**src/rtl/core/md5_pkg.sv**
```systemverilog
// ----------------------------------------------------------------------------
// md5_pkg
// Shared types, constants and round functions of the MD5 engine.
// ----------------------------------------------------------------------------
package md5_pkg;

   localparam int WORD_W  = 32;
   localparam int BYTE_W  = 8;
   localparam int BLK_WRDS = 16;
   localparam int LEN_W   = 64;

   typedef logic [WORD_W-1:0] md5_word_type;

   // Command from the fill controller to the compression engine
   typedef struct packed {
      logic start;   // compress the block now held in the buffer
      logic init;    // reload the chaining values with the initial vector
   } md5_cmd_type;

   // Status from the compression engine
   typedef struct packed {
      logic done;    // chaining values updated this cycle
      logic idle;    // no compression in flight
   } md5_stat_type;

   localparam md5_word_type CHAIN_INIT [4] = '{
      32'h67452301, 32'hefcdab89, 32'h98badcfe, 32'h10325476
   };

   localparam md5_word_type SINE_TABLE [64] = '{
      32'hd76aa478, 32'he8c7b756, 32'h242070db, 32'hc1bdceee,
      32'hf57c0faf, 32'h4787c62a, 32'ha8304613, 32'hfd469501,
      32'h698098d8, 32'h8b44f7af, 32'hffff5bb1, 32'h895cd7be,
      32'h6b901122, 32'hfd987193, 32'ha679438e, 32'h49b40821,
      32'hf61e2562, 32'hc040b340, 32'h265e5a51, 32'he9b6c7aa,
      32'hd62f105d, 32'h02441453, 32'hd8a1e681, 32'he7d3fbc8,
      32'h21e1cde6, 32'hc33707d6, 32'hf4d50d87, 32'h455a14ed,
      32'ha9e3e905, 32'hfcefa3f8, 32'h676f02d9, 32'h8d2a4c8a,
      32'hfffa3942, 32'h8771f681, 32'h6d9d6122, 32'hfde5380c,
      32'ha4beea44, 32'h4bdecfa9, 32'hf6bb4b60, 32'hbebfbc70,
      32'h289b7ec6, 32'heaa127fa, 32'hd4ef3085, 32'h04881d05,
      32'hd9d4d039, 32'he6db99e5, 32'h1fa27cf8, 32'hc4ac5665,
      32'hf4292244, 32'h432aff97, 32'hab9423a7, 32'hfc93a039,
      32'h655b59c3, 32'h8f0ccc92, 32'hffeff47d, 32'h85845dd1,
      32'h6fa87e4f, 32'hfe2ce6e0, 32'ha3014314, 32'h4e0811a1,
      32'hf7537e82, 32'hbd3af235, 32'h2ad7d2bb, 32'heb86d391
   };

   localparam logic [4:0] ROT_TABLE [16] = '{
      5'd7, 5'd12, 5'd17, 5'd22,
      5'd5, 5'd9,  5'd14, 5'd20,
      5'd4, 5'd11, 5'd16, 5'd23,
      5'd6, 5'd10, 5'd15, 5'd21
   };

   // Message word used by a given round
   function automatic logic [3:0] msg_sel(input logic [5:0] rnd);
      logic [3:0] r;
      logic [3:0] s;
      r = rnd[3:0];
      unique case (rnd[5:4])
         2'd0:    s = r;
         2'd1:    s = 4'(r * 4'd5 + 4'd1);
         2'd2:    s = 4'(r * 4'd3 + 4'd5);
         default: s = 4'(r * 4'd7);
      endcase
      return s;
   endfunction

   // Left rotate by a non-zero amount
   function automatic md5_word_type rot_left(input md5_word_type v, input logic [4:0] n);
      logic [2*WORD_W-1:0] dbl;
      dbl = {v, v} << n;
      return dbl[2*WORD_W-1:WORD_W];
   endfunction

endpackage

```
**src/rtl/core/md5_if.sv**
```systemverilog
// ----------------------------------------------------------------------------
// md5_req_if / md5_rsp_if
// Valid/ready channels for message bytes in and digest words out.
// ----------------------------------------------------------------------------
interface md5_req_if;
   logic       valid;
   logic       ready;
   logic [7:0] data_byte;
   logic       byte_present;
   logic       last_byte;

   modport source (output valid, data_byte, byte_present, last_byte, input ready);
   modport sink   (input valid, data_byte, byte_present, last_byte, output ready);
endinterface

interface md5_rsp_if;
   logic        valid;
   logic        ready;
   logic [31:0] digest_word;
   logic [1:0]  word_index;
   logic        last_word;

   modport source (output valid, digest_word, word_index, last_word, input ready);
   modport sink   (input valid, digest_word, word_index, last_word, output ready);
endinterface

```
**src/rtl/core/md5_ram.sv**
```systemverilog
// ----------------------------------------------------------------------------
// md5_ram
// Generic single-write, single-read RAM with registered read data.
// ----------------------------------------------------------------------------
module md5_ram #(
   parameter int WIDTH = 32,
   parameter int DEPTH = 16
) (
   input  logic                     clock,
   input  logic                     wr_en,
   input  logic [$clog2(DEPTH)-1:0] wr_addr,
   input  logic [WIDTH-1:0]         wr_data,
   input  logic                     rd_en,
   input  logic [$clog2(DEPTH)-1:0] rd_addr,
   output logic [WIDTH-1:0]         rd_data
);

   logic [WIDTH-1:0] mem_ff [DEPTH];

   always_ff @(posedge clock) begin
      if (wr_en) begin
         mem_ff[wr_addr] <= wr_data;
      end
      if (rd_en) begin
         rd_data <= mem_ff[rd_addr];
      end
   end

endmodule

```
**src/rtl/core/md5_compress.sv**
```systemverilog
// ----------------------------------------------------------------------------
// md5_compress
// One MD5 round per cycle over the buffered block; owns the chaining values.
// ----------------------------------------------------------------------------
module md5_compress
   import md5_pkg::*;
(
   input  logic         clock,
   input  logic         reset,
   input  md5_cmd_type  cmd,
   output md5_stat_type stat,
   output logic         rd_en,
   output logic [3:0]   rd_addr,
   input  md5_word_type rd_data,
   output md5_word_type chain_out [4]
);

   localparam logic [1:0] P_IDLE  = 2'd0;
   localparam logic [1:0] P_PREF  = 2'd1;
   localparam logic [1:0] P_ROUND = 2'd2;
   localparam logic [1:0] P_FIN   = 2'd3;

   logic [1:0]   phase_ff, phase_in;
   logic [5:0]   round_ff, round_in;
   md5_word_type a_ff, b_ff, c_ff, d_ff;
   md5_word_type chain_ff [4];
   md5_word_type mix, sum, new_b;

   always_comb begin
      case (round_ff[5:4])
         2'd0:    mix = (b_ff & c_ff) | (~b_ff & d_ff);
         2'd1:    mix = (d_ff & b_ff) | (~d_ff & c_ff);
         2'd2:    mix = b_ff ^ c_ff ^ d_ff;
         default: mix = c_ff ^ (b_ff | ~d_ff);
      endcase
      sum   = a_ff + mix + SINE_TABLE[round_ff] + rd_data;
      new_b = b_ff + rot_left(sum, ROT_TABLE[{round_ff[5:4], round_ff[1:0]}]);
   end

   // Fetch the word of the coming round in the cycle before that round
   assign rd_en   = (phase_ff == P_PREF) || (phase_ff == P_ROUND);
   assign rd_addr = (phase_ff == P_PREF) ? msg_sel(6'd0) : msg_sel(6'(round_ff + 6'd1));

   assign stat.done = (phase_ff == P_FIN);
   assign stat.idle = (phase_ff == P_IDLE);

   always_comb begin
      phase_in = phase_ff;
      round_in = round_ff;
      unique case (phase_ff)
         P_IDLE: begin
            if (cmd.start) phase_in = P_PREF;
         end
         P_PREF: begin
            phase_in = P_ROUND;
            round_in = '0;
         end
         P_ROUND: begin
            round_in = 6'(round_ff + 6'd1);
            if (round_ff == 6'd63) phase_in = P_FIN;
         end
         default: phase_in = P_IDLE;
      endcase
   end

   always_ff @(posedge clock) begin
      if (reset) begin
         phase_ff <= P_IDLE;
         round_ff <= '0;
      end else begin
         phase_ff <= phase_in;
         round_ff <= round_in;
      end
   end

   always_ff @(posedge clock) begin
      if (reset) begin
         for (int i = 0; i < 4; i++) chain_ff[i] <= CHAIN_INIT[i];
      end else if (phase_ff == P_FIN) begin
         chain_ff[0] <= chain_ff[0] + a_ff;
         chain_ff[1] <= chain_ff[1] + b_ff;
         chain_ff[2] <= chain_ff[2] + c_ff;
         chain_ff[3] <= chain_ff[3] + d_ff;
      end else if (cmd.init) begin
         for (int i = 0; i < 4; i++) chain_ff[i] <= CHAIN_INIT[i];
      end
   end

   always_ff @(posedge clock) begin
      if (phase_ff == P_PREF) begin
         a_ff <= chain_ff[0];
         b_ff <= chain_ff[1];
         c_ff <= chain_ff[2];
         d_ff <= chain_ff[3];
      end else if (phase_ff == P_ROUND) begin
         a_ff <= d_ff;
         d_ff <= c_ff;
         c_ff <= b_ff;
         b_ff <= new_b;
      end
   end

   assign chain_out = chain_ff;

endmodule

```
**src/rtl/core/md5_message_digest.sv**
```systemverilog
// ----------------------------------------------------------------------------
// md5_message_digest
// Byte-serial MD5 hasher: buffers 64-byte blocks, pads, outputs the digest.
// ----------------------------------------------------------------------------
// Throughput: one message byte per cycle; every 64th byte stalls input
//   while the round engine runs one round per cycle.
// Last transaction: padding fills the rest of the block (one more block when
//   the length field does not fit), each block is then compressed, and the
//   four digest words follow, one per cycle while the sink is ready.
// Reset: synchronous; clears control, length and chaining values. The block
//   buffer RAM is not cleared and is only read after being written.
// ----------------------------------------------------------------------------
module md5_message_digest
   import md5_pkg::*;
(
   input  logic         clock,
   input  logic         reset,
   md5_req_if.sink      req_bus,
   md5_rsp_if.source    rsp_bus
);

   localparam logic [1:0] S_IDLE = 2'd0;   // take message bytes
   localparam logic [1:0] S_PAD  = 2'd1;   // generate padding bytes
   localparam logic [1:0] S_COMP = 2'd2;   // wait for the round engine
   localparam logic [1:0] S_OUT  = 2'd3;   // hand out the digest words

   logic [1:0]       state_ff, state_in;
   logic [5:0]       pos_ff, pos_in;       // byte position within the block
   logic [23:0]      asm_ff, asm_in;       // bytes gathered for the current word
   logic [LEN_W-1:0] len_ff, len_in;       // message byte count
   logic [1:0]       idx_ff, idx_in;
   logic             pad_ff, pad_in;       // padding owed or under way
   logic             mark_ff, mark_in;     // 0x80 byte still to go
   logic             lenok_ff, lenok_in;   // length field goes in this block
   logic             final_ff, final_in;   // running compression is the last one

   logic             push;
   logic [7:0]       push_byte;
   logic [LEN_W-1:0] bit_len;
   logic             req_take, rsp_take;

   md5_cmd_type      cmd;
   md5_stat_type     stat;
   logic             rd_en;
   logic [3:0]       rd_addr;
   md5_word_type     rd_data;
   md5_word_type     chain [4];

   assign req_bus.ready = (state_ff == S_IDLE) && stat.idle;
   assign req_take      = req_bus.valid && req_bus.ready;
   assign rsp_take      = rsp_bus.valid && rsp_bus.ready;
   assign bit_len       = {len_ff[LEN_W-4:0], 3'b000};

   // Byte source: the message in idle, the padding pattern while padding, none otherwise
   always_comb begin
      push      = 1'b0;
      push_byte = req_bus.data_byte;
      if (state_ff == S_IDLE) begin
         push = req_take && req_bus.byte_present;
      end else if (state_ff == S_PAD) begin
         push = 1'b1;
         if (mark_ff) begin
            push_byte = 8'h80;
         end else if (lenok_ff && (pos_ff[5:3] == 3'd7)) begin
            push_byte = bit_len[{pos_ff[2:0], 3'b000} +: 8];
         end else begin
            push_byte = 8'h00;
         end
      end
   end

   // Gather little-endian words; the fourth byte completes a buffer write
   assign asm_in = push ? {push_byte, asm_ff[23:8]} : asm_ff;
   assign pos_in = push ? 6'(pos_ff + 6'd1) : pos_ff;

   md5_ram #(
      .WIDTH (WORD_W),
      .DEPTH (BLK_WRDS)
   ) u_buf (
      .clock   (clock),
      .wr_en   (push && (pos_ff[1:0] == 2'd3)),
      .wr_addr (pos_ff[5:2]),
      .wr_data ({push_byte, asm_ff}),
      .rd_en   (rd_en),
      .rd_addr (rd_addr),
      .rd_data (rd_data)
   );

   md5_compress u_comp (
      .clock     (clock),
      .reset     (reset),
      .cmd       (cmd),
      .stat      (stat),
      .rd_en     (rd_en),
      .rd_addr   (rd_addr),
      .rd_data   (rd_data),
      .chain_out (chain)
   );

   always_comb begin
      state_in   = state_ff;
      len_in     = len_ff;
      idx_in     = idx_ff;
      pad_in     = pad_ff;
      mark_in    = mark_ff;
      lenok_in   = lenok_ff;
      final_in   = final_ff;
      cmd.start  = 1'b0;
      cmd.init   = 1'b0;

      unique case (state_ff)
         S_IDLE: begin
            if (req_take) begin
               if (req_bus.byte_present) len_in = len_ff + LEN_W'(1);
               // Arm padding on the last transaction
               if (req_bus.last_byte) begin
                  pad_in   = 1'b1;
                  mark_in  = 1'b1;
                  lenok_in = 1'b0;
               end
               if (push && (pos_ff == 6'd63)) begin
                  cmd.start = 1'b1;
                  final_in  = 1'b0;
                  state_in  = S_COMP;
               end else if (req_bus.last_byte) begin
                  state_in = S_PAD;
               end
            end
         end
         S_PAD: begin
            mark_in = 1'b0;
            if (mark_ff && (pos_ff[5:3] != 3'd7)) lenok_in = 1'b1;
            if (pos_ff == 6'd63) begin
               // Block full: compress; the length lands in the next one at latest
               cmd.start = 1'b1;
               final_in  = lenok_ff && !mark_ff;
               lenok_in  = 1'b1;
               state_in  = S_COMP;
            end
         end
         S_COMP: begin
            if (stat.done) begin
               if (final_ff) begin
                  idx_in   = '0;
                  state_in = S_OUT;
               end else if (pad_ff) begin
                  state_in = S_PAD;
               end else begin
                  state_in = S_IDLE;
               end
            end
         end
         default: begin
            if (rsp_take) begin
               idx_in = 2'(idx_ff + 2'd1);
               if (idx_ff == 2'd3) begin
                  // Digest delivered: reinitialise for the next message
                  cmd.init = 1'b1;
                  len_in   = '0;
                  pad_in   = 1'b0;
                  final_in = 1'b0;
                  state_in = S_IDLE;
               end
            end
         end
      endcase
   end

   always_ff @(posedge clock) begin
      if (reset) begin
         state_ff <= S_IDLE;
         pos_ff   <= '0;
         len_ff   <= '0;
         idx_ff   <= '0;
         pad_ff   <= 1'b0;
         mark_ff  <= 1'b0;
         lenok_ff <= 1'b0;
         final_ff <= 1'b0;
      end else begin
         state_ff <= state_in;
         pos_ff   <= pos_in;
         len_ff   <= len_in;
         idx_ff   <= idx_in;
         pad_ff   <= pad_in;
         mark_ff  <= mark_in;
         lenok_ff <= lenok_in;
         final_ff <= final_in;
      end
   end

   always_ff @(posedge clock) begin
      asm_ff <= asm_in;
   end

   // Chaining values hold still while the words are handed out
   assign rsp_bus.valid       = (state_ff == S_OUT);
   assign rsp_bus.digest_word = chain[idx_ff];
   assign rsp_bus.word_index  = idx_ff;
   assign rsp_bus.last_word   = (idx_ff == 2'd3);

endmodule

```
**src/flat_wrapper.sv**
```systemverilog
// flat-port wrapper written by rule: the top's interface ports become plain ports
module md5_message_digest_flat import md5_pkg::*;
  (clock, reset, req_bus_valid, req_bus_data_byte, req_bus_byte_present, req_bus_last_byte, req_bus_ready, rsp_bus_valid, rsp_bus_digest_word, rsp_bus_word_index, rsp_bus_last_word, rsp_bus_ready);
  md5_req_if req_bus_i ();
  md5_rsp_if rsp_bus_i ();
  input  logic clock;
  input  logic reset;
  input wire logic [$bits(req_bus_i.valid)-1:0] req_bus_valid;
  input wire logic [$bits(req_bus_i.data_byte)-1:0] req_bus_data_byte;
  input wire logic [$bits(req_bus_i.byte_present)-1:0] req_bus_byte_present;
  input wire logic [$bits(req_bus_i.last_byte)-1:0] req_bus_last_byte;
  output wire logic [$bits(req_bus_i.ready)-1:0] req_bus_ready;
  output wire logic [$bits(rsp_bus_i.valid)-1:0] rsp_bus_valid;
  output wire logic [$bits(rsp_bus_i.digest_word)-1:0] rsp_bus_digest_word;
  output wire logic [$bits(rsp_bus_i.word_index)-1:0] rsp_bus_word_index;
  output wire logic [$bits(rsp_bus_i.last_word)-1:0] rsp_bus_last_word;
  input wire logic [$bits(rsp_bus_i.ready)-1:0] rsp_bus_ready;
  assign req_bus_i.valid = req_bus_valid;
  assign req_bus_i.data_byte = req_bus_data_byte;
  assign req_bus_i.byte_present = req_bus_byte_present;
  assign req_bus_i.last_byte = req_bus_last_byte;
  assign req_bus_ready = req_bus_i.ready;
  assign rsp_bus_valid = rsp_bus_i.valid;
  assign rsp_bus_digest_word = rsp_bus_i.digest_word;
  assign rsp_bus_word_index = rsp_bus_i.word_index;
  assign rsp_bus_last_word = rsp_bus_i.last_word;
  assign rsp_bus_i.ready = rsp_bus_ready;
  md5_message_digest u_core (.clock(clock), .reset(reset), .req_bus(req_bus_i), .rsp_bus(rsp_bus_i));
endmodule
```
**config.mk**
```make
export PLATFORM = sky130hd
export DESIGN_NAME = md5_message_digest_flat
export DESIGN_NICKNAME = d
export VERILOG_FILES = /design/src/rtl/core/md5_pkg.sv /design/src/rtl/core/md5_if.sv /design/src/rtl/core/md5_ram.sv /design/src/rtl/core/md5_compress.sv /design/src/rtl/core/md5_message_digest.sv /design/src/flat_wrapper.sv
export SDC_FILE = /design/constraint.sdc
export NUM_CORES = 2
export LEC_CHECK = 0
export BUFFER_PORTS_ARGS = -buffer_cell sky130_fd_sc_hd__buf_2
export CORE_ASPECT_RATIO = 0.5
export CORE_MARGIN = 2
export CORE_UTILIZATION = 45
export DETAILED_ROUTE_END_ITERATION = 10
export PLACE_DENSITY = 0.57
export SLEW_MARGIN = 0
export SYNTH_ARGS = -nofsm -noshare
export SYNTH_HDL_FRONTEND = slang
export SYNTH_HIERARCHICAL = 1
export SYNTH_SLANG_ARGS = --single-unit
```
**constraint.sdc**
```tcl
create_clock -name clock -period 14.21 [get_ports clock]
set_clock_uncertainty 0.15 [all_clocks]
set_input_delay 2.1315 -clock clock [delete_from_list [all_inputs] [get_ports clock]]
set_output_delay 2.1315 -clock clock [all_outputs]
set_load 0.005 [all_outputs]
```
### Word level (Yosys, flattened, before mapping)

Memory sizes are Yosys's and may differ from the RTL's. A register that Yosys moved wholly into a read port is not among the register bits.
Cells that the tools add are included.

* bits in registers: 366
* memory bits (writable): 512
* memory bits (read-only): 2128
* bits of input ports: 14
* word-level logic and storage cells: 198
* memories kept: 3

Memories
* (name not given): words 64, width 32, rd ports 1, clocked after memory_dff 0, wr ports 0, RTL line md5_compress.sv:36 `sum = a_ff + mix + SINE_TABLE[round_ff] + rd_data;`
* u_core.u_buf.mem_ff: words 16, width 32, rd ports 1, clocked after memory_dff 1, wr ports 1, RTL line md5_ram.sv:18 `logic [WIDTH-1:0] mem_ff [DEPTH];`
* (name not given): words 16, width 5, rd ports 1, clocked after memory_dff 0, wr ports 0, RTL line md5_compress.sv:37 `new_b = b_ff + rot_left(sum, ROT_TABLE[{round_ff[5:4], round_ff[1:0]}]);`

* add/subtract/negate cells: 14
* multipliers: 3
* $lt $le $gt $ge: 3
* equal/unequal tests: 27
* shift operators: 2
* muxes and demuxes: 73
* bitwise operators: 18
* reductions and logical operators: 36

Operators with widths (number)
* $mux 32: 12
* $add 32x32->32: 8
* $mux 128: 2
* $mux 64: 4
* $and 32x32->32: 4
* $pmux 64 s2: 1
* $or 32x32->32: 3
* $pmux 32 s3: 1
* $xor 32x32->32: 3
* $add 64x1->64 const B: 1
* $bmux 32 s2: 1
* $not 32->32: 2
* $shiftx 64x7->8: 1
* $shl 64x5->64: 1
* $mux 8: 4
* $mux 2: 13
* $mux 1: 22
* $eq 2x2->1 const B: 8
* $add 6x1->6 const B: 2
* $eq 6x6->1 const B: 2
* $pmux 2 s3: 2
* $pmux 4 s3: 1
* $pmux 6 s2: 1
* $reduce_and 6->1: 2
* other kinds (35): 75

### Longest topological paths before layout

* word-level depth: 11
* gate-level depth with buffers: 43
* mapped depth without buffers: 41

### Cells and area by module

The synthesis kept the hierarchy.

By module, submodules not included
* md5_compress: times used 1, cells each 3573, area an instance 28526.1 um2
* md5_ram: times used 1, cells each 838, area an instance 20155.6 um2
* md5_message_digest: times used 1, cells each 577, area an instance 5785.5 um2

### Worst setup path before layout

OpenSTA, ideal clock, no wires.

* path kind: register to register
* start: register u_core.u_comp.round_ff[1]
* end: register u_core.u_comp.b_ff[21] (data pin)
* library setup time: 0.264 ns
* arrival: 8.803 ns
* data required time: 13.796 ns
* setup slack: 4.993 ns
* cell stages (with the launch flop): 40
* path buffers: 4
* clock period less this slack: 9.217 ns
* cells stage by stage: dfxtp_1 > clkbuf_1 > inv_1 > clkbuf_1 > ha_1 > buf_1 > nand2_1 > a21oi_1 > a31oi_1 > mux4_2 > fa_1 > inv_1 > fa_1 > inv_1 > ha_1 > buf_2 > nand2_1 > a211oi_2 > (+4 left out) > xnor2_1 > mux4_2 > mux2_4 > mux2i_1 > a21oi_1 > ha_1 > a211oi_1 > o211a_1 > o31ai_1 > o41a_1 > a21o_1 > and2_1 > o21a_1 > o21ai_0 > nand2b_1 > a21oi_1 > xor2_1 > o21ai_1

* word-level cells in the longest chain between the ends: 10

RTL lines
* start, declared: RTL line md5_compress.sv:24 `logic [5:0] round_ff, round_in;`
* start signal, assigned: RTL line md5_compress.sv:72 `round_ff <= round_in;`
* $not 6->7 (not written as such): RTL line md5_compress.sv:36
* $mem_v2 64x32
* $mux 32 (not written as such) (2 in series): RTL line md5_compress.sv:36
* $add 32x32->32 (2 in series): RTL line md5_compress.sv:36
* $shl 64x5->64 *: RTL line md5_pkg.sv:73 `dbl = {v, v} << n;`
* $add 32x32->32 *: RTL line md5_compress.sv:37
* $mux 32 *: RTL line md5_compress.sv:95 `end else if (phase_ff == P_ROUND) begin`
* $mux 32 *: RTL line md5_compress.sv:90 `if (phase_ff == P_PREF) begin`
* end signal, assigned: RTL line md5_compress.sv:92 `b_ff <= chain_ff[1];`
* end signal, assigned: RTL line md5_compress.sv:99 `b_ff <= new_b;`
* end, declared: RTL line md5_compress.sv:25 `md5_word_type a_ff, b_ff, c_ff, d_ff;`

Every way passes the cells marked *; elsewhere a longest branch is shown, timed or not. The select of a mux whose other input is x is not followed.
A chain may end at the register's enable or synchronous reset.

### Final worst setup path

* start: register u_core.u_comp.round_ff[0]
* end: register u_core.u_comp.b_ff[30] (data pin)

The elaborated chain is that of the path after synthesis.

==> results by group <==
Outcome
  – Outcome: complete, no violations

Clock tree
  – Hold-fix buffers at CTS: 0
  – Worst skew pair latency: 0.72 ns
  – CTS tree: yes
  – Post-CTS sizing: 0
  – Clk root buf: clkbuf_16
  – Clock slew at reported path FFs: 0.07 ns
  – Total CTS buffers: 85
  – Post-CTS Setup Inserts: 0
  – CTS Buffer Depth: 3
  – Clk sink count: 907
  – CTS H-tree depth: 3

Placed design
  – Placed insts: 6,444
  – GPL Wtd Cong: 0.978
  – Setup WS pre-CTS: 3.31 ns
  – PortBufs: 50
  – Detailed placement HPWL: 117,000 um

Global route
  – First-pass GRT wire length: 258,000 um
  – Initial antenna violation count: 4
  – Largest net degree at the start of global routing: 161
  – Gr ovfl total: 0
  – Vias in the first global route: 39,300
  – GRT Util Overall: 27.7%

Synthesis
  – #FFs+latches synth: 907
  – Yosys top cell by area: edfxtp_1
  – Predominant post-synthesis flop cell: edfxtp_1
  – Most common cell in the synthesized netlist: edfxtp_1
  – Sequential area share after synthesis: 46.1%
  – Async SR Flop Fraction: 0%
  – Ys Warns: 6
  – Cell variety after synth: 100
  – Cells after synthesis: 4,988
  – Largest family of logic cells by synthesized area: compound AO/OA/AOI/OAI gates
  – Area fraction of the dominant cell type after synthesis: 38.4%
  – Syn_nets: 5,296
  – Xor and xnor area share after synthesis: 3.79%
  – EDFF count, synth: 696
  – Post-Synth Simple-Gate Area: 12.2%
  – Post-synthesis adder-cell area fraction: 7.70%
  – Syn Area/Cell: 10.9 um^2
  – Compound-Gate Fraction of Synth Area: 15.0%
  – Top post-synthesis cells by area: edfxtp_1 (38%), dfxtp_1 (7.8%), mux4_2 (7.4%), ha_1 (5.2%), a21oi_1 (3.8%)
  – Multiplexer area fraction after synthesis: 11.5%
  – Commonest cells in the netlist: edfxtp_1 (696), a21oi_1 (415), nand2_1 (365)
  – Syn Std Cell Area: 54,500 um^2

Cells and area
  – NumNets Final: 5,229
  – Final core utilization: 49.3%
  – Post-Layout Cell Count: 6,601
  – Layout area overhead: 8.95%
  – Share of post-route cells with drive strength above 1: 13.5%
  – Filler Cells Inserted: 10,900

Detailed routing
  – Final antenna-violating net count: 0
  – DR WL/cell: 26.4 um
  – Drt first pass iters: 6
  – Routed vias/inst: 6.26
  – DR DRC count: 0
  – Starting DRC count in detailed routing: 4,370
  – Vias: 41,300
  – Post-Route WL: 174,000 um

Power
  – Peak supply drop: 99.6 uV
  – Tot Pwr: 5.52 mW
  – Sequential power share: 54.3%
  – PwrDens: 93.0 nW/um^2
  – Pint: 4.27 mW
  – Pleak: 21.3 nW
  – Net Sw Frac: 22.6%
  – Combinational share of power: 2.5%
  – NetSw: 1.25 mW
  – Clk pwr share: 43.2%

STA
  – Post-route setup slack: 3.10 ns
  – Min Tclk post-route: 11.11 ns
  – Setup-failing EPs final: 0
  – Slew of the pin with the lowest slew margin: 1.14 ns
  – Final Cycle Share: 78.2%
  – Max Clock Freq: 90.0 MHz
  – RSZ-0062 raised after global routing: no
  – Slew Limit Fails: 0
  – Final hold vios: 0
  – Setup tns final: 0 ns
  – Worst slew margin: 23.3%

Setup path
  – Crit path capture type: register
  – Critical path data arrival time: 11.36 ns
  – Critical path class: register to register
  – Slowest CP cell: ha_1
  – Worst EP required: 14.46 ns
  – Crit start category: register
  – Critical Path Fanout Max: 33
  – Slowest cell delay on critical path: 0.89 ns

Job
  – Max-cap viol count: 0

Floorplanning
  – Die Wd: 496 um
  – Core Region: 120,000 um^2
  – Initial Util: 45.3%
  – Row cnt: 90
  – Die area: 124,000 um^2
  – Die height: 250 um
  – I/O pin count: 51

Hold path
  – HP Class: register to register
cells in the final DEF, fill, tap and decap left out, types with 39 or more instances in the layout:
cell and count:
a211oi_1 46, a21o_1 94, a21oi_1 414, a22oi_1 73
a31oi_1 39, and3_1 91, buf_2 49, buf_4 76
clkbuf_16 86, dfxtp_1 205, edfxtp_1 696, fa_1 67
ha_1 224, inv_1 226, mux2_2 120, mux2i_1 83
mux4_2 180, nand2_1 364, nand3_1 134, nand4_1 41
nor2_1 304, nor3_1 168, o211ai_1 40, o21ai_0 254
o22ai_1 45, or2_2 44, or3_1 44, xnor2_1 106
xor2_1 125
worst max-delay path, delay by kind of cell (launching register included):
kind | cells | cell delay, ns
adders and majority gates | 6 | 2.75
buffers and inverters | 4 | 1.11
and+or+nand+nor | 4 | 1.18
xor gates and xnor gates | 2 | 0.31
AOI/OAI and AO/OA | 18 | 4.31
muxes | 4 | 0.69
DFF | 1 | 0.31
registers in the layout, indices dropped and copies added (netlist names), 2 cells and up:
name	cells
u_core/rsp_bus.word_index	2
u_core/asm_ff	24
u_core/pos_ff	6
u_core/len_ff	61
u_core/state_ff	2
u_core/u_comp/d_ff	32
u_core/u_comp/a_ff	32
u_core/u_comp/chain_out	128
u_core/u_comp/b_ff	32
u_core/u_buf/mem_ff	512
u_core/u_comp/round_ff	6
u_core/u_buf/rd_data	32
u_core/u_comp/phase_ff	2
u_core/u_comp/c_ff	32
power by group through the flow:
stage | Clock, mW | Combinational, mW | Sequential, mW
finish | 2.38 | 0.137 | 3.00
global route | 2.54 | 0.150 | 3.01
CTS | 2.43 | 0.137 | 3.00
detailed placement | 0 | 0.136 | 3.06
floorplan | 0 | 0.0878 | 3.03
global placement | 0 | 0.135 | 3.05
path summary, 6_finish.rpt:
check	from	endpoint	slack [ns]	cells past startpoint
setup / recovery	u_core/u_comp/round_ff[0]$_SDFFE_PP0P_	u_core/u_comp/b_ff[30]$_DFFE_PP_	3.10	38
hold / removal	u_core/len_ff[60]$_SDFFE_PP0P_	u_core/len_ff[60]$_SDFFE_PP0P_	0.33	2
setup reg to reg	u_core/u_comp/round_ff[0]$_SDFFE_PP0P_	u_core/u_comp/b_ff[30]$_DFFE_PP_	3.10	38
hold reg to reg	u_core/len_ff[60]$_SDFFE_PP0P_	u_core/len_ff[60]$_SDFFE_PP0P_	0.33	2
routing by layer:
layer | track usage, % | vias to the layer above | share of wire (%) | wire (um)
li1 | - | 18800 | - | -
met1 | 41.4 | 20900 | 46 | 80400
met2 | 43.0 | 1400 | 45 | 79300
met3 | 3.48 | 217 | 6.3 | 10900
met4 | 6.11 | 2 | 2.1 | 3640
met5 | 0 | - | 0.011 | 20
through the flow:
step / cell area, um^2 / hold WS [ns]
after floorplan: 54500 / 0.285
after global placement: 56500 / 0.305
after detailed placement: 56500 / 0.325
after CTS: 59300 / 0.334
after global routing: 59300 / 0.352
final: 59300 / 0.333
area by class of cell:
cell class / instances / area [um^2] / area share, %
multi-input combinational: 3568 / 27600 / 46.5
sequential: 907 / 25100 / 42.4
clock buffer: 110 / 2270 / 3.83
tap: 1610 / 2010 / 3.39
timing repair buffer: 128 / 876 / 1.48
inverter: 231 / 867 / 1.46
clock inverter: 46 / 597 / 1.01
antenna: 1 / 2.50 / 0.00422
logic make-up after synthesis:
| group | after synthesis |
|---|---|
| AOI/OAI and AO/OA | 1281 |
| xor gates and xnor gates | 234 |
| adders and majority gates | 295 |
| buffers and inverters | 513 |
| DFF | 907 |
| muxes | 387 |
| and+or+nand+nor | 1371 |
No activity file was read; power rests on OpenSTA's default activity.
